--- config.mk ---
export PLATFORM = sky130hd
export DESIGN_NAME = gregorian_date_arithmetic_unit
export DESIGN_NICKNAME = d
export VERILOG_FILES = /design/src/design/gda_pkg.sv /design/src/design/gda_year_split.sv /design/src/design/gda_ordinal.sv /design/src/design/gregorian_date_arithmetic_unit.sv
export SDC_FILE = /design/constraint.sdc
export NUM_CORES = 1
export LEC_CHECK = 0
export ABC_CLOCK_PERIOD_IN_PS = 9800
export BUFFER_PORTS_ARGS = -buffer_cell sky130_fd_sc_hd__buf_2
export CORE_MARGIN = 5
export CORE_UTILIZATION = 51
export CTS_CLUSTER_DIAMETER = 50
export DETAILED_ROUTE_END_ITERATION = 6
export PLACE_DENSITY_LB_ADDON = 0.05
export SYNTH_ARGS = -nofsm -noshare
export SYNTH_HDL_FRONTEND = slang
export SYNTH_SLANG_ARGS = --single-unit
--- constraint.sdc ---
create_clock -name clk_i -period 9.8 [get_ports clk_i]
set_input_delay 0.49 -clock clk_i [delete_from_list [all_inputs] [get_ports clk_i]]
set_output_delay 0.49 -clock clk_i [all_outputs]
set_load 0.05 [all_outputs]
--- src/design/gda_pkg.sv ---
package gda_pkg;

  typedef enum logic [1:0] {
    FUNC_VALIDATE = 2'd0,
    FUNC_COMPARE  = 2'd1,
    FUNC_DIFF     = 2'd2,
    FUNC_NEXT     = 2'd3
  } func_e;

  localparam logic [1:0] ORDER_EARLIER = 2'd0;
  localparam logic [1:0] ORDER_EQUAL   = 2'd1;
  localparam logic [1:0] ORDER_LATER   = 2'd2;

  localparam int unsigned YearW = 14;
  localparam int unsigned OrdW  = 23;
  localparam int unsigned Q100W = 8;

  typedef struct packed {
    func_e             func;
    logic [4:0]        day_a;
    logic [3:0]        month_a;
    logic [YearW-1:0]  year_a;
    logic [4:0]        day_b;
    logic [3:0]        month_b;
    logic [YearW-1:0]  year_b;
  } req_t;

  typedef struct packed {
    logic              is_valid;
    logic [1:0]        order;
    logic [21:0]       day_count;
    logic [5:0]        next_day;
    logic [3:0]        next_month;
    logic [YearW-1:0]  next_year;
  } res_t;

  // per-date results of the ordinal stage
  typedef struct packed {
    logic              leap;
    logic [4:0]        mlen;
    logic [OrdW-1:0]   ordinal;
  } date_info_t;

  function automatic logic [8:0] days_before_month(input logic [3:0] m);
    logic [8:0] r;
    case (m)
      4'd0:    r = 9'd0;
      4'd1:    r = 9'd0;
      4'd2:    r = 9'd31;
      4'd3:    r = 9'd59;
      4'd4:    r = 9'd90;
      4'd5:    r = 9'd120;
      4'd6:    r = 9'd151;
      4'd7:    r = 9'd181;
      4'd8:    r = 9'd212;
      4'd9:    r = 9'd243;
      4'd10:   r = 9'd273;
      4'd11:   r = 9'd304;
      4'd12:   r = 9'd334;
      4'd13:   r = 9'd365;
      4'd14:   r = 9'd395;
      4'd15:   r = 9'd425;
      default: r = 9'd0;
    endcase
    return r;
  endfunction

  function automatic logic [4:0] month_length(input logic [3:0] m, input logic leap);
    logic [4:0] r;
    case (m) inside
      4'd1, 4'd3, 4'd5, 4'd7, 4'd8, 4'd10, 4'd12: r = 5'd31;
      4'd2:    r = leap ? 5'd29 : 5'd28;
      default: r = 5'd30;
    endcase
    return r;
  endfunction

endpackage

--- src/design/gda_year_split.sv ---
module gda_year_split (
  input  logic [gda_pkg::YearW-1:0] year_i,
  output logic [gda_pkg::Q100W-1:0] q100_o
);
  import gda_pkg::*;

  // floor(y / 100) as y * 5243 / 2^19, exact for all 14-bit years
  logic [26:0] prod;

  assign prod   = 27'(year_i) * 27'd5243;
  assign q100_o = prod[26:19];

endmodule

--- src/design/gda_ordinal.sv ---
module gda_ordinal (
  input  logic [gda_pkg::YearW-1:0] year_i,
  input  logic [gda_pkg::Q100W-1:0] q100_i,
  input  logic [3:0]                month_i,
  input  logic [4:0]                day_i,
  output gda_pkg::date_info_t       info_o
);
  import gda_pkg::*;

  logic              div4, div100, div400, leap;
  logic [14:0]       back100;
  logic [12:0]       y4;
  logic [Q100W-1:0]  y100;
  logic [5:0]        y400;
  logic [OrdW-1:0]   dby;

  assign div4    = (year_i[1:0] == 2'd0);
  assign back100 = 15'(q100_i) * 15'd100;
  assign div100  = (back100 == 15'(year_i));
  assign div400  = div100 && (q100_i[1:0] == 2'd0);
  assign leap    = div400 || (div4 && !div100);

  // ceil(y/4), ceil(y/100), ceil(y/400)
  assign y4   = 13'(year_i[YearW-1:2]) + 13'(!div4);
  assign y100 = q100_i + Q100W'(!div100);
  assign y400 = 6'(q100_i[Q100W-1:2]) + 6'(!div400);

  assign dby = OrdW'(year_i) * OrdW'(365) + OrdW'(y4) - OrdW'(y100) + OrdW'(y400);

  assign info_o.leap    = leap;
  assign info_o.mlen    = month_length(month_i, leap);
  assign info_o.ordinal = dby + OrdW'(days_before_month(month_i)) + OrdW'(day_i)
                        + OrdW'((month_i > 4'd2) && leap);

endmodule

--- src/design/gregorian_date_arithmetic_unit.sv ---
// Gregorian date arithmetic unit, three register stages.
// done_o rises once a request has passed the stage 1, stage 2 and output
// registers; the receiver cannot hold results off.
// Throughput: one request per cycle; busy_o stays low since nothing stalls.
// Reset (rst_ni low, asynchronous) drops all in-flight requests; payload
// registers are not reset.
module gregorian_date_arithmetic_unit (
  input  logic           clk_i,
  input  logic           rst_ni,
  input  logic           start_i,
  output logic           busy_o,
  input  gda_pkg::req_t  req_i,
  output logic           done_o,
  output gda_pkg::res_t  res_o
);
  import gda_pkg::*;

  // Stage 1: split years by 100, order the dates.
  logic              v1_q;
  req_t              r1_q;
  logic [Q100W-1:0]  qa1_q, qb1_q;
  logic [1:0]        ord1_q;
  logic [Q100W-1:0]  qa_d, qb_d;
  logic [1:0]        ord_d;

  // Stage 2: leap rule, day ordinals, validity and following date.
  logic              v2_q;
  func_e             f2_q;
  logic [1:0]        ord2_q;
  logic              ok2_q;
  logic [5:0]        nd2_q;
  logic [3:0]        nm2_q;
  logic [YearW-1:0]  ny2_q;
  logic [OrdW-1:0]   oa2_q, ob2_q;

  date_info_t        info_a, info_b;
  logic              ok_d;
  logic [5:0]        nd_d;
  logic [4:0]        nm_d;
  logic [YearW-1:0]  ny_d;

  // Stage 3: output register.
  logic              done_q;
  res_t              res_q;
  res_t              res_d;
  logic [OrdW-1:0]   diff;

  // The pipeline never stalls, so a request is always taken.
  assign busy_o = 1'b0;

  gda_year_split u_split_a (.year_i(req_i.year_a), .q100_o(qa_d));
  gda_year_split u_split_b (.year_i(req_i.year_b), .q100_o(qb_d));

  // Compare ignores validity: year, then month, then day.
  always_comb begin
    ord_d = ORDER_EQUAL;
    if (req_i.year_a != req_i.year_b) begin
      ord_d = (req_i.year_a > req_i.year_b) ? ORDER_LATER : ORDER_EARLIER;
    end else if (req_i.month_a != req_i.month_b) begin
      ord_d = (req_i.month_a > req_i.month_b) ? ORDER_LATER : ORDER_EARLIER;
    end else if (req_i.day_a != req_i.day_b) begin
      ord_d = (req_i.day_a > req_i.day_b) ? ORDER_LATER : ORDER_EARLIER;
    end
  end

  always_ff @(posedge clk_i or negedge rst_ni) begin
    if (!rst_ni) begin
      v1_q <= 1'b0;
    end else begin
      v1_q <= start_i && !busy_o;
    end
  end

  always_ff @(posedge clk_i) begin
    r1_q   <= req_i;
    qa1_q  <= qa_d;
    qb1_q  <= qb_d;
    ord1_q <= ord_d;
  end

  gda_ordinal u_ord_a (
    .year_i (r1_q.year_a),
    .q100_i (qa1_q),
    .month_i(r1_q.month_a),
    .day_i  (r1_q.day_a),
    .info_o (info_a)
  );

  gda_ordinal u_ord_b (
    .year_i (r1_q.year_b),
    .q100_i (qb1_q),
    .month_i(r1_q.month_b),
    .day_i  (r1_q.day_b),
    .info_o (info_b)
  );

  // Validate date A; advance date A by one day, rolling month and year.
  always_comb begin
    ok_d = (r1_q.month_a >= 4'd1) && (r1_q.month_a <= 4'd12)
        && (r1_q.day_a >= 5'd1) && (r1_q.day_a <= info_a.mlen);
    nd_d = 6'(r1_q.day_a) + 6'd1;
    nm_d = 5'(r1_q.month_a);
    ny_d = r1_q.year_a;
    if (nd_d > 6'(info_a.mlen)) begin
      nd_d = 6'd1;
      nm_d = nm_d + 5'd1;
      if (nm_d > 5'd12) begin
        nm_d = 5'd1;
        ny_d = r1_q.year_a + YearW'(1);
      end
    end
  end

  always_ff @(posedge clk_i or negedge rst_ni) begin
    if (!rst_ni) begin
      v2_q <= 1'b0;
    end else begin
      v2_q <= v1_q;
    end
  end

  always_ff @(posedge clk_i) begin
    f2_q   <= r1_q.func;
    ord2_q <= ord1_q;
    ok2_q  <= ok_d;
    nd2_q  <= nd_d;
    nm2_q  <= nm_d[3:0];
    ny2_q  <= ny_d;
    oa2_q  <= info_a.ordinal;
    ob2_q  <= info_b.ordinal;
  end

  // Absolute ordinal difference; fields the operation does not produce are zero.
  assign diff = (oa2_q >= ob2_q) ? (oa2_q - ob2_q) : (ob2_q - oa2_q);

  always_comb begin
    res_d = '0;
    case (f2_q)
      FUNC_VALIDATE: res_d.is_valid = ok2_q;
      FUNC_COMPARE:  res_d.order    = ord2_q;
      FUNC_DIFF:     res_d.day_count = diff[21:0];
      FUNC_NEXT: begin
        res_d.next_day   = nd2_q;
        res_d.next_month = nm2_q;
        res_d.next_year  = ny2_q;
      end
      default: res_d = '0;
    endcase
  end

  always_ff @(posedge clk_i or negedge rst_ni) begin
    if (!rst_ni) begin
      done_q <= 1'b0;
    end else begin
      done_q <= v2_q;
    end
  end

  always_ff @(posedge clk_i) begin
    res_q <= res_d;
  end

  assign done_o = done_q;
  assign res_o  = res_q;

  // Every transfer yields exactly one result.
  a_latency: assert property (@(posedge clk_i) disable iff (!rst_ni)
    (start_i && !busy_o) |-> ##3 done_o)
    else $error("result missing three cycles after transfer");

  a_no_phantom: assert property (@(posedge clk_i) disable iff (!rst_ni)
    done_o |-> $past(start_i && !busy_o, 3))
    else $error("result without a matching transfer");

  a_order_code: assert property (@(posedge clk_i) disable iff (!rst_ni)
    done_o |-> (res_o.order != 2'd3))
    else $error("compare result out of range");

  a_next_day: assert property (@(posedge clk_i) disable iff (!rst_ni)
    done_o |-> (res_o.next_day <= 6'd32))
    else $error("next day out of range");

endmodule

# Word-level counts from Yosys, hierarchy flattened
# Memories as Yosys holds them, arrays and structs flattened. A register that Yosys moved wholly into a read port is not among the register bits.
# Cells that the tools add are included.
[totals] regBits=193 latchBits=0 ram_bits=0 romBits=288 in_bits=51 out_inout_bits=51 n_memories=2
[op_classes] add_sub_neg=23 n_mul=6 n_div=0 order_cmp=12 n_eq_ne=16 n_shift=0 mux=14 bitwise=0 n_reduce_logical=23
[memory_table] memory="(name not given)" depth=16 word_bits=9 rd=1 rd_ports_with_merged_regs=1 write_ports=0 line_no="gda_pkg.sv:46" text="case (m)"
[memory_table] memory="(name not given)" depth=16 word_bits=9 rd=1 rd_ports_with_merged_regs=1 write_ports=0 line_no="gda_pkg.sv:46"
[op_table] op="$mul A14 B13 Y27 const B" count=2
[op_table] op="$add A23 B1 Y23" count=2
[op_table] op="$add A23 B13 Y23" count=2
[op_table] op="$add A23 B5 Y23" count=2
[op_table] op="$add A23 B6 Y23" count=2
[op_table] op="$add A23 B9 Y23" count=2
[op_table] op="$mul A14 B9 Y23 const B" count=2
[op_table] op="$sub A23 B8 Y23" count=2
[op_table] op="$sub A22 B22 Y22" count=2
[op_table] op="$eq A15 B14 Y1" count=2
[op_table] op="$mux W14" count=2
[op_table] op="$add A12 B1 Y13" count=2
[op_table] op="$mul A8 B5 Y13 const B" count=2
[op_table] op="$ge A23 B23 Y1" count=1
[op_table] op="$mux W22" count=1
[op_table] op="$add A8 B1 Y8" count=2
[op_table] op="$add A14 B1 Y14 const B" count=1
[op_table] op="$gt A14 B14 Y1" count=1
[op_table] op="$ne A14 B14 Y1" count=1
[op_table] op="$add A6 B1 Y6" count=2
[op_table] op="$eq A4 B4 Y1 const B" count=3
[op_table] op="$mux W2" count=6
[op_table] op="$logic_not A2 Y1" count=5
[op_table] op="$mux W5" count=2
[op_table] op="24 further kinds" count=43

# Longest topological paths before layout
# Gate-level depths: netlist (run 1).
[depth] ltp_word=10 ltp_mapped=35 mapped_depth_nobuf=35

# Cells and area by module
# A second synthesis (run 1) with hierarchy kept.
[unflattened] cells_unflattened=2709 hier_area_um2=26386.6
[modules_own_cells] module="gda_ordinal" n_inst=2 cells_per_inst=611 area_per_inst_um2=5829.3
[modules_own_cells] module="gregorian_date_arithmetic_unit" n_inst=1 cells_per_inst=787 area_per_inst_um2=7893.8
[modules_own_cells] module="gda_year_split at u_split_a" n_inst=1 cells_per_inst=356 area_per_inst_um2=3432.0
[modules_own_cells] module="gda_year_split at u_split_b" n_inst=1 cells_per_inst=344 area_per_inst_um2=3402.0

# Worst setup path before layout (run 1)
# OpenSTA, ideal clock, no wires.
[synth_timing] path_kind="reg2reg" from="reg qb1_q[1]" to="reg ob2_q[20]" setup_ns=0.072 arrival_time_ns=7.718 required_time_ns=9.728 path_slack_ns=2.010 path_stages_with_launch=34 n_path_buf=0 cell_sequence="dfxtp_1 -> inv_1 -> ha_1 -> ha_1 -> ha_1 -> fa_1 -> a21o_1 -> a21o_1 -> a21o_1 -> a21oi_1 -> xnor2_1 -> nand3_1 -> nor3_1 -> inv_1 -> ha_1 -> ha_1 -> inv_1 -> ha_1 -> inv_1 -> fa_1 -> fa_1 -> fa_1 -> fa_1 -> inv_1 -> ha_1 -> a211o_1 -> a41oi_1 -> o32ai_1 -> o41a_1 -> o41ai_2 -> nand2b_1 -> nand2_1 -> a21oi_2 -> xnor2_1"
[synth_lines] item="start, declared" line_no="gregorian_date_arithmetic_unit.sv:21" text="logic [Q100W-1:0] qa1_q, qb1_q;"
[synth_lines] item="start signal, assigned" line_no="gregorian_date_arithmetic_unit.sv:77" text="qb1_q <= qb_d;"
[synth_lines] item="end signal, assigned" line_no="gregorian_date_arithmetic_unit.sv:130" text="ob2_q <= info_b.ordinal;"
[synth_lines] item="end, declared" line_no="gregorian_date_arithmetic_unit.sv:34" text="logic [OrdW-1:0] oa2_q, ob2_q;"

==> flow_metrics.py, run 1 <==
metrics = {
    "status": {
        "outcome": "complete, no violations",
    },
    "logic_synthesis": {
        "synth_cell_types": 80,
        "synth_top_family_by_area": "adder cells",
        "synth-adder-area-share_pct": 52.5,
        "syn_area_per_cell_sq_um": 9.88,
        "synth_commonest_cells": "inv_1, ha_1, fa_1, dfxtp_1, xnor2_1",
        "syn_area_sq_um": 25900,
        "synth-async-reset-ratio_pct": 1.42,
        "synth-main-ff-cell": "dfxtp_1",
        "ys_seq_elements": 211,
        "netlist_instances": 2625,
        "synth_warnings": 0,
        "yosysMostFrequentCell": "inv_1",
        "synth_top_cell_area_share_pct": 27.8,
        "synth_compound_area_share_pct": 8.73,
        "synthXorXnorAreaFrac_pct": 4.93,
        "synthSimpleGateAreaFrac_pct": 7.36,
        "muxShareOfSynthArea_pct": 1.01,
        "yosys-top-cells-area": "ha_1, fa_1, dfxtp_1, inv_1, xnor2_1",
        "seq_area_frac_synth_pct": 16.3,
        "synth_edf_count": 0,
        "synth_top_area_cell": "ha_1",
    },
    "timing": {
        "finClkSkew_ns": 0.00990,
        "slew_headroom_pct": 41.0,
        "finalHoldViolations": 0,
        "setup_tns_ns": 0,
        "max_freq_ghz": 0.115,
        "slew_viol_final": 0,
        "worst_pin_slew_ns": 0.884,
        "rsz0062_at_grt": "no",
        "period_minus_slack_ns": 8.71,
        "fin_crit_sh_pct": 88.8,
        "setup_violations": 0,
    },
    "floorplan": {
        "initial_core_util_pct": 51.6,
        "fp.coreArea_sq_um": 50300,
        "die_w_microns": 235,
        "io_pins": 102,
        "die_area_sq_um": 55500,
        "fp.dieH_microns": 235,
        "rows": 82,
    },
    "run": {
        "maxCapViolCount": 0,
    },
    "layout": {
        "nets": 3674,
        "num_antenna_cells": 0,
        "fillers": 4564,
        "syn_to_final_growth_pct": 8.02,
        "drive_gt1_share_pct": 6.08,
    },
    "clock_tree": {
        "clkTransAtPathRegs_ns": 0.06,
        "clock-root-buffer": "clkbuf_16",
        "max-clock-path-buffers": 3,
        "cts_buffers": 26,
        "clk_latency_ns": 0.54,
        "cts_tree": "done",
        "postCtsResizedCells": 0,
        "clkSinkCount": 211,
        "cts_hold_buf": 1,
        "cts_setup_buffers": 0,
        "htree_levels": 1,
    },
    "worst_setup_path": {
        "slowest_stage": "fa_1",
        "endpoint_kind": "flop",
        "worstPathArrival_ns": 9.17,
        "criticalPathCategory": "flop to flop",
        "slowest_delay_ns": 0.60,
        "crit_family": "adder cells",
        "timing.critical_path.buf_inv": 3,
        "cpMostUsedCell": "ha_1",
        "worst_ep_required_time_ns": 10.27,
        "cp_max_fo": 6,
        "critPathLaunchType": "flop",
    },
    "drt": {
        "wire_per_inst_microns": 16.8,
        "vias": 17700,
        "drt_iter0_drc": 631,
        "avgViaCountPerCell": 5.17,
        "drt-total-wl_microns": 57600,
        "drc": 0,
        "drt_pass1_iterations": 5,
        "detail-route-antenna-nets": 0,
    },
    "global_routing": {
        "grt_usage_pct": 20.9,
        "grt_pass1_wl_microns": 95500,
        "antenna_found_initial": 5,
        "grt_max_degree": 29,
        "grt_overflow": 0,
        "grt_pass1_vias": 19000,
    },
    "min_path": {
        "hp-class": "input port to flop",
    },
    "placement": {
        "gp_congestion": 0.912,
        "portBuffers": 100,
        "dp_hpwl_microns": 49900,
    },
}
==> path summary, 6_finish.rpt <==
kind | endpoint | startpoint | cells past startpoint | slack (ns)
max | oa2_q[22] | qa1_q[2] | 31 | 1.09
min | r1_q[47] | req_i[47] | 1 | 0.05
max reg2reg | oa2_q[22] | qa1_q[2] | 31 | 1.09
min reg2reg | f2_q[0] | r1_q[46] | 0 | 0.33
max in group asynchronous | v2_q | rst_ni | 2 | 9.42
min in group asynchronous | done_o | rst_ni | 2 | 0.27
==> cell usage in the layout (no fill, tap or decap), types with 18 or more instances in the layout <==
cell and instances:
o21ai_0 60, fa_1 320, a21o_1 40, o21a_1 29, a21oi_1 93, clkbuf_16 27, nor2b_1 18, nor2_1 105
nor3_1 39, dfxtp_1 208, and3_1 39, nand2_1 70, ha_1 576, xnor2_1 112, inv_1 591, buf_2 100
xor2_1 34, nand3_1 28, nand4_1 20
==> per-layer routing <==
metal,up-vias,GRT usage [%],wire (microns),part of all wire [%]
met5,-,0,80,0.14
li1,8702,-,-,-
met4,10,6.14,1750,3.0
met3,98,2.38,2010,3.5
met1,8566,28.1,26400,46
met2,278,35.8,27300,47
==> worst reg2reg max path, delay by kind of cell, from the launching register on <==
family / cells / cell delay (ns)
XOR/XNOR: 2 / 0.34
adder cells (fa/ha/maj): 12 / 4.52
AO/OA/AOI/OAI: 12 / 2.79
AND/OR/NAND/NOR: 2 / 0.33
buffers and inverters: 3 / 0.17
flip-flops: 1 / 0.48
==> cell type report <==
type                            instances  area [sq um]  area share, %
Clock buffer                           36           749           2.68
Clock inverter                         11          98.8          0.353
Inverter                              592          2220           7.93
Multi-Input combinational cell       1794         19300           69.1
Sequential cell                       211          4240           15.1
Tap cell                              672           841           3.00
Timing Repair Buffer                  102           518           1.85
==> sequential cells by signal, indices dropped and copies added (netlist names), named ones only <==
register	cells
done_o	1
f2_q	2
nd2_q	6
nm2_q	4
ny2_q	14
oa2_q	23
ob2_q	23
ok2_q	1
ord1_q	2
ord2_q	2
qa1_q	8
qb1_q	8
r1_q	48
res_o	49
v1_q	1
v2_q	1
==> cells by family after synthesis <==
kind of cell             Yosys count
adder cells (fa/ha/maj)          897
buffers and inverters            621
AND/OR/NAND/NOR                  382
AO/OA/AOI/OAI                    344
flip-flops                       211
XOR/XNOR                         146
multiplexers                      23
other                              1
==> stage by stage <==
| stage | instance area [sq um] | hold WS (ns) | setup WS [ns] | utilization, % | std cells |
|---|---|---|---|---|---|
| after floorplan | 25900 | 0.194 | 2.01 | - | 2626 |
| after global placement | 27200 | 0.285 | 1.42 | 54.0 | 3370 |
| after detailed placement | 27200 | 0.288 | 1.20 | 54.0 | 3370 |
| after CTS | 28000 | 0.0266 | 1.17 | 55.7 | 3418 |
| after global routing | 28000 | 0.0209 | 0.642 | 55.7 | 3418 |
| final | 28000 | 0.0543 | 1.09 | 55.7 | 3418 |
Power of run 1 is left out: the tool's default activity adds up to more than one toggle a clock period on the data nets, which glitch-free logic cannot reach.
==> run 2: changes to the inputs <==
ABC_CLOCK_PERIOD_IN_PS = 9000   (was 9800)
CAP_MARGIN = 20   (was default)
CELL_PAD_IN_SITES_DETAIL_PLACEMENT = 1   (was default)
CELL_PAD_IN_SITES_GLOBAL_PLACEMENT = 1   (was default)
clock period = 9 ns   (was 9.8 ns; I/O delays follow)
==> run 2 against run 1 <==
  * Final area rose by 0.37%
  * Count of clock-buffer cells in the layout is 5 lower
  * Wire length increased by 13%
  * Setup slack lost 0.64 ns
  * Sequential share of layout area hardly changed
  * Critical endpoint is now ob2_q[20]
  * Largest cell class unchanged
==> flow_metrics.py, run 2 (synthesis gave the netlist of run 1 again) <==
metrics = {
    "worst_setup_path": {
        "worstPathArrival_ns": 9.02,
        "cp-startpoint": "qb1_q[1]",
        "worst_ep_required_time_ns": 9.48,
        "slowest_delay_ns": 0.55,
        "r2r_start": "qb1_q[1]",
        "criticalPathCategory": "flop to flop",
        "critPathLaunchType": "flop",
        "cp_max_fo": 6,
        "endpoint_kind": "flop",
        "slowest_stage": "fa_1",
        "cpMostUsedCell": "ha_1",
    },
    "floorplan": {
        "die_w_microns": 235,
        "initial_core_util_pct": 51.6,
        "die_area_sq_um": 55500,
        "fp.coreArea_sq_um": 50300,
        "io_pins": 102,
        "rows": 82,
        "fp.dieH_microns": 235,
    },
    "clock_tree": {
        "clock-root-buffer": "clkbuf_16",
        "clkTransAtPathRegs_ns": 0.06,
        "cts_tree": "done",
        "max-clock-path-buffers": 3,
        "cts_buffers": 26,
        "clk_latency_ns": 0.56,
        "clkSinkCount": 211,
        "htree_levels": 1,
    },
    "global_routing": {
        "grt_max_degree": 29,
        "grt_usage_pct": 23.7,
        "antenna_found_initial": 6,
        "grt_pass1_wl_microns": 108000,
        "grt_pass1_vias": 21000,
        "grt_overflow": 0,
    },
    "drt": {
        "drt-total-wl_microns": 65100,
        "drt_iter0_drc": 559,
        "m1WireLength_microns": 28100,
        "detail-route-antenna-nets": 0,
        "drc": 0,
        "avgViaCountPerCell": 5.31,
        "dr_wl_met2_microns": 33300,
        "top_layer": "met5",
        "wire_per_inst_microns": 19.0,
        "vias": 18200,
        "drt_pass1_iterations": 5,
        "met3_length_microns": 1820,
    },
    "timing": {
        "worst_slack_ns": 0.458,
        "fin_crit_sh_pct": 94.9,
        "worst_pin_slew_ns": 0.946,
        "period_minus_slack_ns": 8.54,
        "setup_violations": 0,
        "max_freq_ghz": 0.117,
        "rsz0062_at_grt": "no",
        "finalHoldViolations": 0,
        "setup_tns_ns": 0,
        "slew_viol_final": 0,
        "slew_headroom_pct": 36.8,
        "finClkSkew_ns": 0.0131,
    },
    "min_path": {
        "hp-class": "input port to flop",
        "worstHoldStart": "req_i[41]",
    },
    "placement": {
        "dp_hpwl_microns": 56300,
        "gp_congestion": 0.881,
        "portBuffers": 100,
        "placed_cells": 3370,
        "place_ws_ns": 0.169,
    },
    "layout": {
        "final_cells": 3425,
        "nets": 3680,
        "largest_reg_flops": 49,
        "final_common_cell": "inv_1",
        "final_cell_mix": "inv_1, ha_1, fa_1",
        "reg_top3": "res_o: 49 flops, r1_q: 48 flops",
        "top_register": "res_o",
        "syn_to_final_growth_pct": 8.42,
        "final_util_pct": 55.9,
        "drive_gt1_share_pct": 6.58,
    },
    "status": {
        "outcome": "complete, no violations",
    },
    "run": {
        "maxCapViolCount": 0,
    },
}
run 2: area by class of cell:
class | count | area, sq um
antenna | 1 | 2.50
sequential | 211 | 4250
fill | 5687 | 22200
tap | 672 | 841
clock buffer | 31 | 689
timing repair buffer | 108 | 573
clock inverter | 16 | 145
inverter | 592 | 2220
multi-input combinational | 1794 | 19400
run 2: final timing paths:
check                           slack, ns  depth (start not counted)        end
worst min-delay path                 0.04                          1   r1_q[41]
worst max-delay path                 0.46                         34  ob2_q[20]
worst min register to register       0.33                          0  ord2_q[1]
min in group asynchronous            0.23                          2       v1_q
max in group asynchronous            8.66                          2       v2_q
worst max register to register       0.46                         34  ob2_q[20]
run 2: worst max-delay path: cells and delay by family, from the launching register on:
family | cells | cell delay [ns]
AO/OA/AOI/OAI | 9 | 2.06
AND/OR/NAND/NOR | 6 | 1.29
adder cells (fa/ha/maj) | 12 | 4.06
flip-flops | 1 | 0.40
buffers and inverters | 4 | 0.24
XOR/XNOR | 3 | 0.39
run 2: repair_timing:
action	4_1_cts	5_1_grt
setup buffers	0	2
setup endpoints to repair	0	7
hold endpoints to repair	7	0
gates resized for setup	0	14
hold buffers	5	0
run 2: through the flow:
stage | area (sq um) | hold WS [ns]
2_1_floorplan | 25900 | 0.154
5_1_grt | 28100 | 0.0162
3_5_place_dp | 27200 | 0.249
6_report | 28100 | 0.0398
4_1_cts | 28000 | 0.00571
3_3_place_gp | 27200 | 0.243
run 2: per-layer routing:
layer,up-vias,global-route usage (%)
met1,9169,29.8
met5,-,0
met3,93,2.55
met2,210,43.4
met4,8,6.60
li1,8710,-
Power of run 2 is left out for the same reason.
